## config.mk

```make
export PLATFORM = sky130hd
export DESIGN_NAME = i2c_register_transfer_sequencer
export DESIGN_NICKNAME = d
export VERILOG_FILES = /design/src/design/i2crts_pkg.sv /design/src/design/i2crts_step.sv /design/src/design/i2c_register_transfer_sequencer.sv
export SDC_FILE = /design/constraint.sdc
export NUM_CORES = 1
export LEC_CHECK = 0
export ABC_AREA = 1
export BUFFER_PORTS_ARGS = -buffer_cell sky130_fd_sc_hd__buf_2
export CORE_MARGIN = 2
export CORE_UTILIZATION = 40
export DETAILED_ROUTE_END_ITERATION = 8
export GPL_ROUTABILITY_DRIVEN = 0
export SLEW_MARGIN = 20
export SYNTH_ARGS = -nofsm -noshare
export SYNTH_HDL_FRONTEND = slang
export SYNTH_SLANG_ARGS = --single-unit
```

## constraint.sdc

```tcl
create_clock -name clk -period 2.2 [get_ports clk]
set_input_delay 0.55 -clock clk [delete_from_list [all_inputs] [get_ports clk]]
set_output_delay 0.55 -clock clk [all_outputs]
set_load 0.05 [all_outputs]
```

## src/design/i2crts_pkg.sv

```systemverilog
// ----------------------------------------------------------------------------
// I2C register transfer sequencer package
// Shared types and constants for the sequencer step logic and its top level.
// ----------------------------------------------------------------------------
package i2crts_pkg;

    localparam logic [1:0] KIND_BEGIN  = 2'd0;
    localparam logic [1:0] KIND_DATA   = 2'd1;
    localparam logic [1:0] KIND_STATUS = 2'd2;

    localparam logic [7:0] ST_START     = 8'h08;
    localparam logic [7:0] ST_REP_START = 8'h10;
    localparam logic [7:0] ST_SLA_W_ACK = 8'h18;
    localparam logic [7:0] ST_DATA_ACK  = 8'h28;
    localparam logic [7:0] ST_SLA_R_ACK = 8'h40;
    localparam logic [7:0] ST_RD_ACK    = 8'h50;
    localparam logic [7:0] ST_RD_NACK   = 8'h58;
    localparam logic [7:0] ST_MASK      = 8'hF8;

    typedef enum logic [3:0] {
        PH_IDLE    = 4'd0,
        PH_START_W = 4'd1,
        PH_SLA_W   = 4'd2,
        PH_REG     = 4'd3,
        PH_NEED    = 4'd4,
        PH_DATA    = 4'd5,
        PH_START_R = 4'd6,
        PH_SLA_R   = 4'd7,
        PH_RD_ACK  = 4'd8,
        PH_RD_NACK = 4'd9
    } phase_t;

    typedef enum logic [2:0] {
        CMD_NONE  = 3'd0,
        CMD_START = 3'd1,
        CMD_SEND  = 3'd2,
        CMD_RACK  = 3'd3,
        CMD_RNACK = 3'd4,
        CMD_STOP  = 3'd5
    } cmd_t;

    typedef struct packed {
        phase_t      phase;
        logic        is_read;
        logic [6:0]  target_address;
        logic [7:0]  reg_byte;
        logic [7:0]  bytes_left;
        logic [7:0]  byte_position;
    } seq_state_t;

    localparam seq_state_t STATE_RESET = '{
        phase:          PH_IDLE,
        is_read:        1'b0,
        target_address: 7'd0,
        reg_byte:       8'd0,
        bytes_left:     8'd0,
        byte_position:  8'd0
    };

    typedef struct packed {
        logic [1:0]  kind;
        logic        direction;
        logic [6:0]  device_address;
        logic [7:0]  register_address;
        logic [7:0]  length;
        logic [7:0]  write_byte;
        logic [7:0]  bus_status;
        logic [7:0]  received_byte;
    } seq_item_t;

    typedef struct packed {
        cmd_t        command;
        logic [7:0]  command_byte;
        logic        want_write_byte;
        logic        read_valid;
        logic [7:0]  read_data;
        logic [7:0]  read_index;
        logic        done_res;
        logic        failed;
    } seq_result_t;

endpackage

```

## src/design/i2crts_step.sv

```systemverilog
// ----------------------------------------------------------------------------
// I2C register transfer sequencer step
// Computes the result and the next sequencer state for one input item.
// ----------------------------------------------------------------------------
module i2crts_step
    import i2crts_pkg::*;
(
    input  seq_state_t  state_cur,
    input  seq_item_t   item,
    output seq_state_t  state_next,
    output seq_result_t result
);

    logic [7:0] status;
    logic [7:0] left_dec;
    logic [7:0] pos_inc;

    assign status   = item.bus_status & ST_MASK;
    assign left_dec = state_cur.bytes_left - 8'd1;
    assign pos_inc  = state_cur.byte_position + 8'd1;

    always_comb
    begin
        state_next = state_cur;
        result     = '0;
        result.command = CMD_NONE;
        case (item.kind)
            KIND_BEGIN:
            begin
                if (state_cur.phase == PH_IDLE)
                begin
                    state_next.is_read        = item.direction;
                    state_next.target_address = item.device_address;
                    state_next.reg_byte       = item.register_address;
                    state_next.bytes_left     = (item.direction && item.length == 8'd0) ?
                                                8'd1 : item.length;
                    state_next.byte_position  = 8'd0;
                    state_next.phase          = PH_START_W;
                    result.command            = CMD_START;
                end
            end
            KIND_DATA:
            begin
                if (state_cur.phase == PH_NEED)
                begin
                    result.command           = CMD_SEND;
                    result.command_byte      = item.write_byte;
                    state_next.bytes_left    = left_dec;
                    state_next.byte_position = pos_inc;
                    state_next.phase         = PH_DATA;
                end
            end
            KIND_STATUS:
            begin
                case (state_cur.phase)
                    PH_START_W:
                    begin
                        if (status == ST_START)
                        begin
                            result.command      = CMD_SEND;
                            result.command_byte = {state_cur.target_address, 1'b0};
                            state_next.phase    = PH_SLA_W;
                        end
                        else
                        begin
                            result.done_res  = 1'b1;
                            result.failed    = 1'b1;
                            state_next.phase = PH_IDLE;
                        end
                    end
                    PH_SLA_W:
                    begin
                        if (status == ST_SLA_W_ACK)
                        begin
                            result.command      = CMD_SEND;
                            result.command_byte = state_cur.reg_byte;
                            state_next.phase    = PH_REG;
                        end
                        else
                        begin
                            result.command   = CMD_STOP;
                            result.done_res  = 1'b1;
                            result.failed    = 1'b1;
                            state_next.phase = PH_IDLE;
                        end
                    end
                    PH_REG, PH_DATA:
                    begin
                        if (status != ST_DATA_ACK)
                        begin
                            result.command   = CMD_STOP;
                            result.done_res  = 1'b1;
                            result.failed    = 1'b1;
                            state_next.phase = PH_IDLE;
                        end
                        else if (state_cur.phase == PH_REG && state_cur.is_read)
                        begin
                            result.command   = CMD_START;
                            state_next.phase = PH_START_R;
                        end
                        else if (state_cur.bytes_left != 8'd0)
                        begin
                            result.want_write_byte = 1'b1;
                            state_next.phase       = PH_NEED;
                        end
                        else
                        begin
                            result.command   = CMD_STOP;
                            result.done_res  = 1'b1;
                            state_next.phase = PH_IDLE;
                        end
                    end
                    PH_START_R:
                    begin
                        if (status == ST_REP_START)
                        begin
                            result.command      = CMD_SEND;
                            result.command_byte = {state_cur.target_address, 1'b1};
                            state_next.phase    = PH_SLA_R;
                        end
                        else
                        begin
                            result.done_res  = 1'b1;
                            result.failed    = 1'b1;
                            state_next.phase = PH_IDLE;
                        end
                    end
                    PH_SLA_R:
                    begin
                        if (status == ST_SLA_R_ACK)
                        begin
                            if (state_cur.bytes_left > 8'd1)
                            begin
                                result.command   = CMD_RACK;
                                state_next.phase = PH_RD_ACK;
                            end
                            else
                            begin
                                result.command   = CMD_RNACK;
                                state_next.phase = PH_RD_NACK;
                            end
                        end
                        else
                        begin
                            result.command   = CMD_STOP;
                            result.done_res  = 1'b1;
                            result.failed    = 1'b1;
                            state_next.phase = PH_IDLE;
                        end
                    end
                    PH_RD_ACK:
                    begin
                        if (status == ST_RD_ACK)
                        begin
                            result.read_valid        = 1'b1;
                            result.read_data         = item.received_byte;
                            result.read_index        = state_cur.byte_position;
                            state_next.byte_position = pos_inc;
                            state_next.bytes_left    = left_dec;
                            if (left_dec > 8'd1)
                            begin
                                result.command   = CMD_RACK;
                                state_next.phase = PH_RD_ACK;
                            end
                            else
                            begin
                                result.command   = CMD_RNACK;
                                state_next.phase = PH_RD_NACK;
                            end
                        end
                        else
                        begin
                            result.done_res  = 1'b1;
                            result.failed    = 1'b1;
                            state_next.phase = PH_IDLE;
                        end
                    end
                    PH_RD_NACK:
                    begin
                        if (status == ST_RD_NACK)
                        begin
                            result.read_valid        = 1'b1;
                            result.read_data         = item.received_byte;
                            result.read_index        = state_cur.byte_position;
                            state_next.byte_position = pos_inc;
                            state_next.bytes_left    = 8'd0;
                            result.command           = CMD_STOP;
                            result.done_res          = 1'b1;
                            state_next.phase         = PH_IDLE;
                        end
                        else
                        begin
                            result.done_res  = 1'b1;
                            result.failed    = 1'b1;
                            state_next.phase = PH_IDLE;
                        end
                    end
                    default:
                    begin
                        state_next = state_cur;
                    end
                endcase
            end
            default:
            begin
                state_next = state_cur;
            end
        endcase
    end

endmodule

```

## src/design/i2c_register_transfer_sequencer.sv

```systemverilog
// Each input item is registered in the input register. Its step result is loaded into the
// output register when that register is empty or its result is taken, and is offered there.
// Throughput: one item per cycle while the output is not stalled; the sequencer state is
// updated once per item in the step logic. The input side stalls only while both the input
// and the output register hold an item and the waiting result is not taken.
// Reset (rst_n low, asynchronous) returns the sequencer to idle with all state cleared
// and both pipeline registers empty.
// ----------------------------------------------------------------------------
// I2C register transfer sequencer
// Turns register write and read requests into byte-level bus engine commands.
// ----------------------------------------------------------------------------
module i2c_register_transfer_sequencer
    import i2crts_pkg::*;
(
    input  logic        clk,
    input  logic        rst_n,
    input  logic        s_tvalid,
    output logic        s_tready,
    // direction[0], device_address[7:1], register_address[15:8], length[23:16],
    // write_byte[31:24], bus_status[39:32], received_byte[47:40]
    input  logic [47:0] s_tdata,
    // kind[1:0]
    input  logic [1:0]  s_tuser,
    output logic        m_tvalid,
    input  logic        m_tready,
    // command[2:0], command_byte[10:3], want_write_byte[11], read_valid[12],
    // read_data[20:13], read_index[28:21], done_res[29], failed[30], zero[31]
    output logic [31:0] m_tdata
);

    seq_state_t  state_reg;
    seq_state_t  state_next;
    seq_item_t   in_item_reg;
    logic        in_valid_reg;
    seq_result_t out_result_reg;
    seq_result_t step_result;
    logic        out_valid_reg;
    logic        advance;
    logic        fire;

    assign advance  = !out_valid_reg || m_tready;
    assign fire     = advance && in_valid_reg;
    assign s_tready = !in_valid_reg || advance;

    i2crts_step u_step (
        .state_cur  (state_reg),
        .item       (in_item_reg),
        .state_next (state_next),
        .result     (step_result)
    );

    always_ff @(posedge clk or negedge rst_n)
    begin
        if (!rst_n)
        begin
            in_valid_reg  <= 1'b0;
            out_valid_reg <= 1'b0;
            state_reg     <= STATE_RESET;
        end
        else
        begin
            if (s_tready)
            begin
                in_valid_reg <= s_tvalid;
            end
            if (advance)
            begin
                out_valid_reg <= in_valid_reg;
            end
            if (fire)
            begin
                state_reg <= state_next;
            end
        end
    end

    always_ff @(posedge clk)
    begin
        if (s_tready && s_tvalid)
        begin
            in_item_reg.kind             <= s_tuser;
            in_item_reg.direction        <= s_tdata[0];
            in_item_reg.device_address   <= s_tdata[7:1];
            in_item_reg.register_address <= s_tdata[15:8];
            in_item_reg.length           <= s_tdata[23:16];
            in_item_reg.write_byte       <= s_tdata[31:24];
            in_item_reg.bus_status       <= s_tdata[39:32];
            in_item_reg.received_byte    <= s_tdata[47:40];
        end
        if (fire)
        begin
            out_result_reg <= step_result;
        end
    end

    assign m_tvalid = out_valid_reg;
    assign m_tdata  = {1'b0,
                       out_result_reg.failed,
                       out_result_reg.done_res,
                       out_result_reg.read_index,
                       out_result_reg.read_data,
                       out_result_reg.read_valid,
                       out_result_reg.want_write_byte,
                       out_result_reg.command_byte,
                       out_result_reg.command};

    assert property (@(posedge clk) disable iff (!rst_n)
        fire && step_result.done_res |=> state_reg.phase == PH_IDLE)
        else $error("Sequencer did not return to idle after a finished transfer.");

    assert property (@(posedge clk) disable iff (!rst_n)
        fire && step_result.want_write_byte |=> state_reg.phase == PH_NEED)
        else $error("Data byte requested but sequencer is not waiting for one.");

    assert property (@(posedge clk) disable iff (!rst_n)
        out_valid_reg && out_result_reg.failed |-> out_result_reg.done_res)
        else $error("Failure flagged on a result that does not end the transfer.");

    assert property (@(posedge clk) disable iff (!rst_n)
        out_valid_reg && out_result_reg.read_valid |->
            (out_result_reg.command == CMD_RACK || out_result_reg.command == CMD_RNACK
             || out_result_reg.command == CMD_STOP))
        else $error("Received byte delivered with an unexpected bus command.");

endmodule
```

==> summary.txt, run 1 <==
outcome = finished, final reports clean
TritonCTS buffer count = 17
type of the tightest min-delay check = in2async
number of flops mapped to enable cells by yosys = 78
share of total power in the clock network = 0.371
Critical Path Fanout Max = 9
# DRC = 0
clock latency of the later-clocked register in the worst-skew pair = 0.42 ns
remaining antenna violation count = 0
Net Sw Frac = 0.3294
starting utilization of the core area = 0.4048
maxcap violations = 0
total nets after synthesis = 582
Int Power = 4901 uW
cell row count = 42
DR vias/cell = 4.864
number of warnings printed during yosys synthesis = 0
accumulated negative setup slack = 0 ns
reg2reg start = in_item_reg[48]$_DFFE_PP_
count of buffers from port buffering = 83
top-count cell post-synth = sky130_fd_sc_hd__nand2_1
most numerous cell types in the synthesized netlist = 107 x sky130_fd_sc_hd__nand2_1, 78 x sky130_fd_sc_hd__edfxtp_1, 63 x sky130_fd_sc_hd__inv_1, 48 x sky130_fd_sc_hd__nor2_1, 38 x sky130_fd_sc_hd__dfrtp_1
Achievable Freq = 0.5054 GHz
post-synthesis area per instance = 10.22 um^2
RSZ-0062 raised after global routing = false
leading cell types by total area after synthesis = sky130_fd_sc_hd__edfxtp_1 44%, sky130_fd_sc_hd__dfrtp_1 18%, sky130_fd_sc_hd__nand2_1 7.6%, sky130_fd_sc_hd__inv_1 4.5%, sky130_fd_sc_hd__nor2_1 3.4%
Setup Crit Path Kind = reg2reg
Clock Sinks = 116
die span in y = 119.1 um
x dimension of the die = 119.1 um
sort of element at the start of the critical path = register
largest net degree at the start of global routing = 48
max reg flops = 47
setup fix buffers added after clock tree synthesis = 0
netlist area before placement = 5296 um^2
drt pass-1 iters = 7
Detailed Route Iter0 Violations = 219
final period demand of the worst path = 1.979 ns
worst setup skew after layout = 0.01005 ns
worst vdd ir = 0.4912 mV
Flop pwr share = 0.406
area of the placeable core = 13090 um^2
antenna violations before repair = 1
H-Tree Depth = 4
layout overhead on the synthesized area = 24.19%
final setup margin = 0.2213 ns
Power Dens Cells = 1111 nW/um^2
count of instances resized after the clock tree is built = 0
instance count of the mapped netlist = 518
synthesis-stage register bit count = 116
LEAKAGE = 0.002789 uW
Critical Path End Type = register
Post-DP HPWL = 8036 um
TritonCTS clock tree = yes
number of endpoints with negative hold slack in the final report = 0
leading area contributor after synthesis = sky130_fd_sc_hd__edfxtp_1
cell count of the worst reg-to-reg path = 8
# setup viols final = 0
routed wire length = 11620 um
clock slew at reported path FFs = 0.05 ns
Crit path arrival time = 2.27 ns
worst relative slew slack = 0.5847
wire length of the first global-routing pass = 18950 um
Setup crit end = state_reg[15]$_DFFE_PN0P_
critical register-to-register path endpoint = state_reg[15]$_DFFE_PN0P_
slack of the worst reg-to-reg path = 0.22 ns
synth unique cells = 38
hold-fix buffers at CTS = 0
share of the clock period used by the worst path = 0.8994
Die Footprint = 14180 um^2
NumNets Final = 685
Congestion Overflow GR = 0
maximum buffer depth of the clock tree = 2
switching power of the nets = 2407 uW
total global-route track usage = 0.1731
clock root buffer = sky130_fd_sc_hd__clkbuf_16
total via count in the routed design = 3945
via count of the first global-routing pass = 3913
I/O pin total = 88
number of max-slew violations in the final report = 0
pin slew with the least headroom to its limit = 0.6229 ns
fraction of layout instances using a drive strength above 1 = 0.2571
combinational cell fraction of total power = 0.223
WL per Instance = 14.33 um
worst setup path startpoint = in_item_reg[48]$_DFFE_PP_
async set-reset flop share out of synthesis = 0.3276
data required time of the critical path = 2.50 ns
top cell type's share of synthesized area = 0.4422
Setup WS pre-CTS = 0.1738 ns
register area share after synthesis = 0.6218
most instantiated flip-flop cell in the synthesis netlist = sky130_fd_sc_hd__edfxtp_1
[power by group through the flow]
stage,combinational [uW],sequential [uW],clock (uW)
final,1630,2970,2710
after global routing,1820,3010,2860
after CTS,1630,2960,2760
after detailed placement,1610,3000,0
after global placement,1560,2990,0
after floorplan,950,3190,0
[critical path: stages, from the launching register on]
cell,delay [ns]
sky130_fd_sc_hd__edfxtp_1,0.41
sky130_fd_sc_hd__inv_1,0.09
sky130_fd_sc_hd__ha_1,0.36
sky130_fd_sc_hd__inv_2,0.20
sky130_fd_sc_hd__a21oi_2,0.07
sky130_fd_sc_hd__o21ai_1,0.23
sky130_fd_sc_hd__inv_1,0.20
sky130_fd_sc_hd__a22oi_1,0.22
sky130_fd_sc_hd__o21ai_1,0.08
[metrics by stage]
| stage | instance area (um^2) | util | total power, uW | hold WS, ns | std cells |
|---|---|---|---|---|---|
| floorplan | 5314 | - | 4144 | 0.2544 | 518 |
| global placement | 5988 | 0.4576 | 4541 | 0.4447 | 778 |
| CTS | 6570 | 0.5021 | 7348 | 0.1329 | 810 |
| detailed placement | 5988 | 0.4576 | 4607 | 0.4417 | 778 |
| finish | 6578 | 0.5027 | 7308 | 0.1313 | 811 |
| global route | 6575 | 0.5025 | 7696 | 0.1617 | 810 |
[layer usage]
metal / global-route usage / up-vias / wire length [um]
met1: 0.2170 / 1829 / 5169
met5: 0 / - / 0
met4: 0.08705 / 0 / 306
met2: 0.2733 / 129 / 5440
met3: 0.05029 / 30 / 704
li1: - / 1957 / -
[placed cells by master, fill, tap and decap left out, types with 6 or more instances in the layout]
cell                        Yosys  routed
sky130_fd_sc_hd__o21ai_1       14      14
sky130_fd_sc_hd__inv_2          7       7
sky130_fd_sc_hd__nand2_1      107     107
sky130_fd_sc_hd__nor2_4         7       7
sky130_fd_sc_hd__nand3_1       27      26
sky130_fd_sc_hd__nor3b_1        6       6
sky130_fd_sc_hd__ha_1          10      10
sky130_fd_sc_hd__buf_2          1      83
sky130_fd_sc_hd__clkbuf_16      0      17
sky130_fd_sc_hd__o21ai_0       28      28
sky130_fd_sc_hd__nor3_1         9       9
sky130_fd_sc_hd__dfrtp_1       38      37
sky130_fd_sc_hd__edfxtp_1      78      78
sky130_fd_sc_hd__buf_4          2       7
sky130_fd_sc_hd__inv_1         63      62
sky130_fd_sc_hd__o22ai_1        7       7
sky130_fd_sc_hd__nand4_1        8       8
sky130_fd_sc_hd__a21oi_1       20      20
sky130_fd_sc_hd__nor2_1        48      46
[cell families after synthesis]
group / share of synthesized area
multiplexers: 0.002126
flip-flops: 0.6218
AO/OA/AOI/OAI: 0.08741
AND/OR/NAND/NOR: 0.2001
other: 0.0007080
adder cells (fa/ha/maj): 0.02362
XOR/XNOR: 0.003308
buffers and inverters: 0.06095
[how the worst min path moves through the flow]
| stage | start | to | slack [ns] | depth (start not counted) |
|---|---|---|---|---|
| 2_1_floorplan | rst_n | in_valid_reg$_DFFE_PN0N_ | 0.25 | 0 |
| 3_3_place_gp | in_item_reg[43]$_DFFE_PP_ | state_reg[27]$_DFFE_PN0P_ | 0.44 | 2 |
| 3_5_place_dp | in_item_reg[37]$_DFFE_PP_ | state_reg[21]$_DFFE_PN0P_ | 0.44 | 2 |
| 4_1_cts | rst_n | state_reg[21]$_DFFE_PN0P_ | 0.13 | 1 |
| 5_1_grt | rst_n | state_reg[20]$_DFFE_PN0P_ | 0.16 | 1 |
| 6_report | rst_n | state_reg[21]$_DFFE_PN0P_ | 0.13 | 1 |
[layout make-up]
cell class / instances / area [um^2]
Antenna cell: 1 / 2.502
Clock buffer: 18 / 429.2
Clock inverter: 14 / 152.6
Fill cell: 1177 / 6507
Inverter: 71 / 272.8
Multi-Input combinational cell: 323 / 1698
Sequential cell: 116 / 3294
Tap cell: 176 / 220.2
Timing Repair Buffer: 92 / 508.0
Power figures use the tool's default switching activity.
==> run 2, diff against run 1 <==
--- a/config.mk
+++ b/config.mk
@@ -9,6 +9,7 @@
 export BUFFER_PORTS_ARGS = -buffer_cell sky130_fd_sc_hd__buf_2
 export CORE_MARGIN = 2
 export CORE_UTILIZATION = 40
+export CTS_BUF_LIST = sky130_fd_sc_hd__clkbuf_4 sky130_fd_sc_hd__clkbuf_8
 export DETAILED_ROUTE_END_ITERATION = 8
 export GPL_ROUTABILITY_DRIVEN = 0
 export SLEW_MARGIN = 20
==> summary.txt, run 2 (same netlist as run 1, synthesis figures left out) <==
Post-DP HPWL = 8036 um
Die Footprint = 14180 um^2
fill cell total of the finished layout = 1200
worst relative slew slack = 0.5881
share of the clock period used by the worst path = 0.8970
DP Cell Count = 778
routed wire length = 11250 um
LEAKAGE = 0.002705 uW
Critical Path End Type = register
slack of the worst reg-to-reg path = 0.23 ns
Congestion Overflow GR = 0
final non-filler cell total = 810
hold-fix buffers at CTS = 0
post-route cell area = 6387 um^2
Achievable Freq = 0.5067 GHz
number of endpoints with negative hold slack in the final report = 0
worst vdd ir = 0.4335 mV
wire length of the first global-routing pass = 18570 um
RSZ-0062 raised after global routing = false
Antenna Diode Count = 0
Critical Path Fanout Max = 9
clock latency of the later-clocked register in the worst-skew pair = 0.44 ns
Setup Crit Path Kind = reg2reg
Detailed Route Iter0 Violations = 164
final setup margin = 0.2265 ns
final period demand of the worst path = 1.973 ns
# DRC = 0
Setup WS pre-CTS = 0.1738 ns
type of the tightest min-delay check = in2async
H-Tree Depth = 4
DR vias/cell = 4.796
worst setup skew after layout = 0.01133 ns
I/O pin total = 88
x dimension of the die = 119.1 um
sort of element at the start of the critical path = register
most frequent cells in the layout = 107 x sky130_fd_sc_hd__nand2_1, 83 x sky130_fd_sc_hd__buf_2, 78 x sky130_fd_sc_hd__edfxtp_1, 62 x sky130_fd_sc_hd__inv_1, 46 x sky130_fd_sc_hd__nor2_1
pin slew with the least headroom to its limit = 0.6178 ns
data required time of the critical path = 2.52 ns
max reg flops = 47
count of instances resized after the clock tree is built = 0
fraction of layout instances using a drive strength above 1 = 0.2587
starting utilization of the core area = 0.4048
maximum buffer depth of the clock tree = 2
layout overhead on the synthesized area = 20.60%
maxcap violations = 0
number of max-slew violations in the final report = 0
# setup viols final = 0
remaining antenna violation count = 0
cell row count = 42
clock root buffer = sky130_fd_sc_hd__clkbuf_8
accumulated negative setup slack = 0 ns
area of the placeable core = 13090 um^2
clock slew at reported path FFs = 0.08 ns
total via count in the routed design = 3885
outcome = finished, final reports clean
WL per Instance = 13.89 um
setup fix buffers added after clock tree synthesis = 0
NumNets Final = 685
Clock Sinks = 116
worst hold-check slack = 0.1111 ns
die span in y = 119.1 um
count of buffers from port buffering = 83
via count of the first global-routing pass = 3864
drt pass-1 iters = 4
most common cell after layout, fill and taps aside = sky130_fd_sc_hd__nand2_1
TritonCTS clock tree = yes
antenna violations before repair = 0
dpl cell area = 5988 um^2
TritonCTS buffer count = 17
Power Dens Cells = 1023 nW/um^2
total global-route track usage = 0.1686
largest net degree at the start of global routing = 48
Crit path arrival time = 2.29 ns
## run 2: cell types whose count changed in the layout (fill, tap and decap cells not counted)
cell                        previous run  this run
sky130_fd_sc_hd__clkbuf_1              1         0
sky130_fd_sc_hd__clkbuf_16            17         0
sky130_fd_sc_hd__clkbuf_4              0         1
sky130_fd_sc_hd__clkbuf_8              0        17
sky130_fd_sc_hd__diode_2               1         0
## run 2: report_power, final
| group | switching [uW] | internal, uW | leakage, uW |
|---|---|---|---|
| combinational | 1140 | 483 | 0.00127 |
| clock | 926 | 1030 | 0.000189 |
| sequential | 219 | 2740 | 0.00125 |
## run 2: metrics by stage
step	power, uW	util
final	6532	0.4881
after CTS	6573	0.4878
after global routing	6916	0.4881
after detailed placement	4607	0.4576
after floorplan	4144	-
after global placement	4541	0.4576
## run 2: worst max-delay path, cell delays in order, from the launching register on
cell	delay (ns)
sky130_fd_sc_hd__edfxtp_1	0.41
sky130_fd_sc_hd__inv_1	0.09
sky130_fd_sc_hd__ha_1	0.36
sky130_fd_sc_hd__inv_2	0.20
sky130_fd_sc_hd__a21oi_2	0.07
sky130_fd_sc_hd__o21ai_1	0.23
sky130_fd_sc_hd__inv_1	0.21
sky130_fd_sc_hd__a22oi_1	0.20
sky130_fd_sc_hd__o21ai_1	0.09
## run 2: per-layer routing
metal / vias up / part of all wire / track usage
li1: 1956 / - / -
met1: 1812 / 0.47 / 0.2201
met2: 93 / 0.47 / 0.2662
met3: 24 / 0.043 / 0.04119
met4: 0 / 0.024 / 0.07664
met5: - / 0 / 0
## run 2: area by class of cell
type | count | area, um^2 | area share
Clock buffer | 18 | 241.5 | 0.03781
Multi-Input combinational cell | 323 | 1698 | 0.2658
Clock inverter | 14 | 152.6 | 0.02390
Tap cell | 176 | 220.2 | 0.03448
Timing Repair Buffer | 92 | 508.0 | 0.07953
Inverter | 71 | 272.8 | 0.04270
Sequential cell | 116 | 3294 | 0.5158
## run 2: path summary, 6_finish.rpt
kind	end	cells past startpoint	startpoint
setup / recovery	state_reg[13]$_DFFE_PN0P_	8	in_item_reg[48]$_DFFE_PP_
hold / removal	state_reg[21]$_DFFE_PN0P_	1	rst_n
setup reg to reg	state_reg[13]$_DFFE_PN0P_	8	in_item_reg[48]$_DFFE_PP_
hold reg to reg	state_reg[20]$_DFFE_PN0P_	2	in_item_reg[36]$_DFFE_PP_
max in group asynchronous	state_reg[3]$_DFFE_PN0P_	2	rst_n
min in group clk	in_item_reg[2]$_DFFE_PP_	1	s_tdata[42]
